### src/smf_pkg.sv
// shared types and constants of the running median filter
package smf_pkg;

  localparam int CHANNELS    = 5;
  localparam int SAMPLE_BITS = 10;

  typedef logic [SAMPLE_BITS-1:0] sample_t;

  // one request: one sample per channel
  typedef struct packed {
    sample_t sample_ch4;
    sample_t sample_ch3;
    sample_t sample_ch2;
    sample_t sample_ch1;
    sample_t sample_ch0;
  } in_req_t;

  // one result: one median per channel
  typedef struct packed {
    sample_t median_ch4;
    sample_t median_ch3;
    sample_t median_ch2;
    sample_t median_ch1;
    sample_t median_ch0;
  } out_rsp_t;

  // what a cell shows its neighbors
  typedef struct packed {
    logic    gt;     // invalid, or holds a value above the incoming sample
    sample_t value;
  } cell_view_t;

  // per-cell control from the chain
  typedef struct packed {
    logic ins;       // a sample is inserted this cycle
    logic valid;     // cell holds a live sample
    logic sh_self;   // eviction at or below this cell
    logic sh_low;    // eviction at or below the lower neighbor
  } cell_ctl_t;

endpackage

### src/smf_cell.sv
// one cell of the sorted window chain: value, age and insert/evict step
module smf_cell
  import smf_pkg::*;
#(
  parameter int WINDOW_LEN = 20,
  parameter int AGE_W      = (WINDOW_LEN > 1) ? $clog2(WINDOW_LEN) : 1
) (
  input  logic             clk,
  input  cell_ctl_t        ctl,
  input  sample_t          new_sample,
  input  cell_view_t       low_view,
  input  logic [AGE_W-1:0] low_age,
  input  cell_view_t       up_view,
  input  logic [AGE_W-1:0] up_age,
  output cell_view_t       self_view,
  output logic [AGE_W-1:0] self_age,
  output logic             evict
);

  sample_t          value_r, value_nxt;
  logic [AGE_W-1:0] age_r, age_nxt;

  cell_view_t       s_self, s_low;
  logic [AGE_W-1:0] s_self_age, s_low_age;

  assign self_view.value = value_r;
  assign self_view.gt    = !ctl.valid || (value_r > new_sample);
  assign self_age        = age_r;
  // oldest sample of a full window
  assign evict           = ctl.valid && (age_r == AGE_W'(WINDOW_LEN - 1));

  always_comb begin
    // contents after the evicted cell is closed up
    s_self     = ctl.sh_self ? up_view : self_view;
    s_self_age = ctl.sh_self ? up_age : age_r;
    s_low      = ctl.sh_low ? self_view : low_view;
    s_low_age  = ctl.sh_low ? age_r : low_age;

    value_nxt = value_r;
    age_nxt   = age_r;
    if (ctl.ins) begin
      if (!s_self.gt) begin
        value_nxt = s_self.value;
        age_nxt   = s_self_age + AGE_W'(1);
      end else if (!s_low.gt) begin
        value_nxt = new_sample;
        age_nxt   = '0;
      end else begin
        value_nxt = s_low.value;
        age_nxt   = s_low_age + AGE_W'(1);
      end
    end
  end

  always_ff @(posedge clk) begin
    value_r <= value_nxt;
    age_r   <= age_nxt;
  end

endmodule

### src/smf_chain.sv
// one channel: sorted row of cells and median select
module smf_chain
  import smf_pkg::*;
#(
  parameter int WINDOW_LEN = 20,
  parameter int AGE_W      = (WINDOW_LEN > 1) ? $clog2(WINDOW_LEN) : 1,
  parameter int CNT_W      = $clog2(WINDOW_LEN + 1)
) (
  input  logic             clk,
  input  logic             ins,
  input  sample_t          new_sample,
  input  logic [CNT_W-1:0] count,
  output sample_t          median
);

  cell_view_t       view [WINDOW_LEN];
  logic [AGE_W-1:0] age  [WINDOW_LEN];
  logic [WINDOW_LEN-1:0] evict;
  logic [WINDOW_LEN-1:0] sh;

  // sh[i]: the evicted cell sits at index i or below
  always_comb begin
    logic acc;
    acc = 1'b0;
    for (int i = 0; i < WINDOW_LEN; i++) begin
      acc   = acc | evict[i];
      sh[i] = acc;
    end
  end

  for (genvar i = 0; i < WINDOW_LEN; i++) begin : g_cell
    cell_ctl_t        ctl;
    cell_view_t       low_v, up_v;
    logic [AGE_W-1:0] low_a, up_a;

    assign ctl.ins     = ins;
    assign ctl.valid   = (CNT_W'(i) < count);
    assign ctl.sh_self = sh[i];

    if (i == 0) begin : g_bottom
      assign ctl.sh_low = 1'b0;
      assign low_v      = '{gt: 1'b0, value: '0};
      assign low_a      = '0;
    end else begin : g_mid_low
      assign ctl.sh_low = sh[i-1];
      assign low_v      = view[i-1];
      assign low_a      = age[i-1];
    end

    if (i == WINDOW_LEN - 1) begin : g_top
      assign up_v = '{gt: 1'b1, value: '0};
      assign up_a = '0;
    end else begin : g_mid_up
      assign up_v = view[i+1];
      assign up_a = age[i+1];
    end

    smf_cell #(
      .WINDOW_LEN (WINDOW_LEN),
      .AGE_W      (AGE_W)
    ) u_cell (
      .clk        (clk),
      .ctl        (ctl),
      .new_sample (new_sample),
      .low_view   (low_v),
      .low_age    (low_a),
      .up_view    (up_v),
      .up_age     (up_a),
      .self_view  (view[i]),
      .self_age   (age[i]),
      .evict      (evict[i])
    );
  end

  // element count/2 of the sorted row
  assign median = view[AGE_W'(count >> 1)].value;

endmodule

### config.mk
export PLATFORM = sky130hd
export DESIGN_NAME = smf_chain
export DESIGN_NICKNAME = d
export VERILOG_FILES = /design/src/smf_pkg.sv /design/src/smf_cell.sv /design/src/smf_chain.sv
export SDC_FILE = /design/constraint.sdc
export NUM_CORES = 1
export LEC_CHECK = 0
export BUFFER_PORTS_ARGS = -buffer_cell sky130_fd_sc_hd__buf_2
export CAP_MARGIN = 20
export CORE_UTILIZATION = 65
export DETAILED_ROUTE_END_ITERATION = 8
export GPL_ROUTABILITY_DRIVEN = 0
export GPL_TIMING_DRIVEN = 0
export HOLD_SLACK_MARGIN = 0.05
export PLACE_DENSITY = 0.87
export RECOVER_POWER = 25
export SLEW_MARGIN = 20
export SYNTH_ARGS = -nofsm -noshare
export SYNTH_HDL_FRONTEND = slang
export SYNTH_HIERARCHICAL = 1
export SYNTH_SLANG_ARGS = --single-unit
### constraint.sdc
create_clock -name clk -period 6.2 [get_ports clk]
set_clock_uncertainty 0.1 [all_clocks]
set_input_delay 0.62 -clock clk [delete_from_list [all_inputs] [get_ports clk]]
set_output_delay 0.62 -clock clk [all_outputs]
set_load 0.01 [all_outputs]
==> flow_metrics.tcl <==
set metrics [dict create \
    muxShareOfSynthArea_pct 16.8 \
    cts.hold.buffers_added 0 \
    cts_max_level 2 \
    number_of_drc_violations_after_detailed_routing 2 \
    die_area_mm2 0.0466 \
    die_x_um 216 \
    row_count 78 \
    synth_compound_area_share_pct 18.8 \
    antenna_diode_count 0 \
    yosysWarningCount 6 \
    asyncSetResetFlopFracSynth_pct 0 \
    count_of_buffers_inserted_at_the_top_level_ports 24 \
    min_period_over_period_pct 85.9 \
    worst-path-max-fanout 60 \
    drt_wl_total_um 85900 \
    mappedNetlistArea_mm2 0.0297 \
    clk_path_buf_depth 3 \
    floorplan.initialDensity_pct 65.7 \
    ios 27 \
    detailedRoute.firstPassIterationCount 9 \
    core_area_mm2 0.0453 \
    timing.final.crit_period_ns 5.33 \
    finalSetupViolCount 0 \
    crit_path_start_kind "input pin" \
    post_cts.repair.setup_buffers 0 \
    violations "DRC, capacitance limit, slew limit" \
    grt_start_max_net_pins 76 \
    number_of_antenna_violations_at_the_first_check_in_global_routing 1 \
    dpl.hpwl_um 60600 \
    worst_pin_slew_ns 2.86 \
    drt.antenna.violating_nets 0 \
    nNetsFinal 3705 \
    grt_first_pass_wirelength_um 136000 \
    hold_path_class "reg2reg" \
    slew_viol_final 184 \
    dr.first_iter.drc_count 3532 \
    synth_top_family_by_area "compound AO/OA/AOI/OAI gates" \
    place_inst 4008 \
    post_route_cells_drive_above_1_share_pct 7.17 \
    max_cap_violations 3 \
    ys_types 50 \
    end_kind "flop" \
    multi_input_area_mm2 0.0188 \
    post_cts_resized 0 \
    run_status "complete, but fails checks" \
    setup_repair_after_global_routing_missed_its_margin "false" \
    synth-seq-area-share_pct 30.3 \
    vias 27300 \
    clockRootBuffer "sky130_fd_sc_hd__clkbuf_16" \
    clock.fmax_ghz 0.188 \
    max_slew_margin_pct -90.5 \
    synth-edff-count 300 \
    clk_pin_slew_ns 0.06 \
    synth-xor-area-share_pct 3.53 \
    timing.setup.critical_path_class "in2reg" \
    final-seq-area_mm2 0.00901 \
    syn-instance-count 3349 \
    gr-total-overflow 0 \
    utilization_pct 70.4 \
    synth_ff_type "sky130_fd_sc_hd__edfxtp_1" \
    final_cell_count_no_fill 4074 \
    cts_buffers 38 \
    cts_sinks 300 \
    post_synthesis_share_of_cell_area_spent_on_full_adders_half_adders_and_majority_gates_pct 10.1 \
    final_hold_viol_count 0 \
    syn_to_final_growth_pct 7.27 \
    data_required_time_of_the_worst_path_ns 6.42 \
    yosys.area_share.simple_pct 13.5 \
    finalSetupTns_ns 0 \
    number_of_global_route_vias_before_repair 26100 \
    grt_util_all_layers_pct 36.2 \
    critPathArrivalTime_ns 5.54 \
    ys_seq_elements 300 \
    cts_tree "built" \
    clkLatencyLatePin_ns 0.57 \
    routedWlPerCell_um 21.1 \
    vias_per_cell 6.71 \
    post_synth.cell_area_avg_um2 8.88 \
    chipHeight_um 216 \
    layout.filler_cells 3378 \
]
## sequential cells by signal, summed over array words and instances, names as in the netlist
name and cells:
g_cell.u_cell/self_age 100, g_cell.u_cell/value_r 200
## final cells by class
cell class              instances  area share, %
clock buffers                  49           3.31
multi-input cells            2582           58.8
clock inverters                17          0.435
well taps                     600           2.35
plain buffers                 178           2.60
flip-flops and latches        300           28.2
repair buffers                 25          0.420
inverters                     323           3.80
## critical path, stage by stage
cell	delay [ns]
sky130_fd_sc_hd__clkbuf_2	1.19
sky130_fd_sc_hd__inv_1	0.14
sky130_fd_sc_hd__ha_1	0.40
sky130_fd_sc_hd__nand4_1	0.27
sky130_fd_sc_hd__a211oi_1	0.41
sky130_fd_sc_hd__a2111o_1	0.25
sky130_fd_sc_hd__o311ai_0	0.38
sky130_fd_sc_hd__clkbuf_1	0.36
sky130_fd_sc_hd__inv_1	0.25
sky130_fd_sc_hd__clkbuf_1	0.57
sky130_fd_sc_hd__mux2i_1	0.27
sky130_fd_sc_hd__nor2_1	0.07
sky130_fd_sc_hd__a31oi_1	0.20
sky130_fd_sc_hd__o21ai_1	0.09
## metal layers
layer  GRT usage, %  vias up  wire length [um]
met5              0        -                 9
met4           17.3        2              4020
met3           6.46      338              9900
met2           56.9     1825             38200
met1           48.3    12700             33800
li1               -    12500                 -
## synthesized netlist by cell type (21+ instances only)
library cell | count | area, um2
sky130_fd_sc_hd__mux4_2 | 40 | 901
sky130_fd_sc_hd__o22ai_1 | 80 | 500
sky130_fd_sc_hd__ha_1 | 240 | 3000
sky130_fd_sc_hd__nor3_1 | 21 | 105
sky130_fd_sc_hd__a211oi_1 | 61 | 458
sky130_fd_sc_hd__inv_1 | 323 | 1210
sky130_fd_sc_hd__xor2_1 | 80 | 701
sky130_fd_sc_hd__buf_2 | 23 | 115
sky130_fd_sc_hd__nor2_1 | 305 | 1140
sky130_fd_sc_hd__xnor2_1 | 40 | 350
sky130_fd_sc_hd__o21ai_1 | 240 | 1200
sky130_fd_sc_hd__nand2b_1 | 23 | 144
sky130_fd_sc_hd__o21a_1 | 43 | 323
sky130_fd_sc_hd__nand4b_1 | 21 | 184
sky130_fd_sc_hd__a22oi_1 | 40 | 300
sky130_fd_sc_hd__edfxtp_1 | 300 | 9010
sky130_fd_sc_hd__clkbuf_1 | 113 | 424
sky130_fd_sc_hd__mux2i_1 | 320 | 3200
sky130_fd_sc_hd__nand2_1 | 397 | 1490
sky130_fd_sc_hd__or2_1 | 21 | 131
sky130_fd_sc_hd__nor2b_1 | 23 | 144
sky130_fd_sc_hd__a21o_1 | 42 | 315
sky130_fd_sc_hd__a31oi_1 | 200 | 1250
sky130_fd_sc_hd__a21oi_1 | 21 | 105
sky130_fd_sc_hd__nand3_1 | 24 | 120
sky130_fd_sc_hd__nand4_1 | 40 | 250
sky130_fd_sc_hd__mux2_2 | 80 | 901
## placed cells by master (no fill, tap or decap), drive strengths merged, types with 80 or more instances in the layout
master,synthesis,routed
a31oi,200,200
clkbuf,113,179
edfxtp,300,300
ha,240,240
inv,323,323
mux2,80,80
mux2i,320,320
nand2,397,397
nor2,305,305
o21ai,242,242
o22ai,80,80
xor2,80,80
## worst paths after layout
check	start	endpoint	slack [ns]	cells after the start
worst max-delay path	new_sample[9]	g_cell[3].u_cell/value_r[4]	0.87	14
worst min-delay path	g_cell[19].u_cell/value_r[3]	g_cell[18].u_cell/value_r[3]	0.48	2
worst max register to register	g_cell[2].u_cell/value_r[9]	g_cell[3].u_cell/value_r[4]	1.81	12
worst min register to register	g_cell[19].u_cell/value_r[3]	g_cell[18].u_cell/value_r[3]	0.48	2
## cell families after synthesis
| group | Yosys count |
|---|---|
| adder cells (fa/ha/maj) | 240 |
| flip-flops | 300 |
| AO/OA/AOI/OAI | 833 |
| XOR/XNOR | 120 |
| buffers and inverters | 501 |
| AND/OR/NAND/NOR | 913 |
| multiplexers | 440 |
| other | 2 |
## through the flow
step | cell area [um2] | setup WS [ns] | hold slack, ns
2_1_floorplan | 29900 | 2.01 | 0.429
4_1_cts | 32000 | 1.15 | 0.397
3_3_place_gp | 30700 | 0.635 | 0.454
5_1_grt | 31900 | 0.708 | 0.513
3_5_place_dp | 30800 | 0.580 | 0.468
6_report | 31900 | 0.875 | 0.485
Power is left out: the tool's default activity adds up to more than one toggle a clock period on the data nets, which glitch-free logic cannot reach.
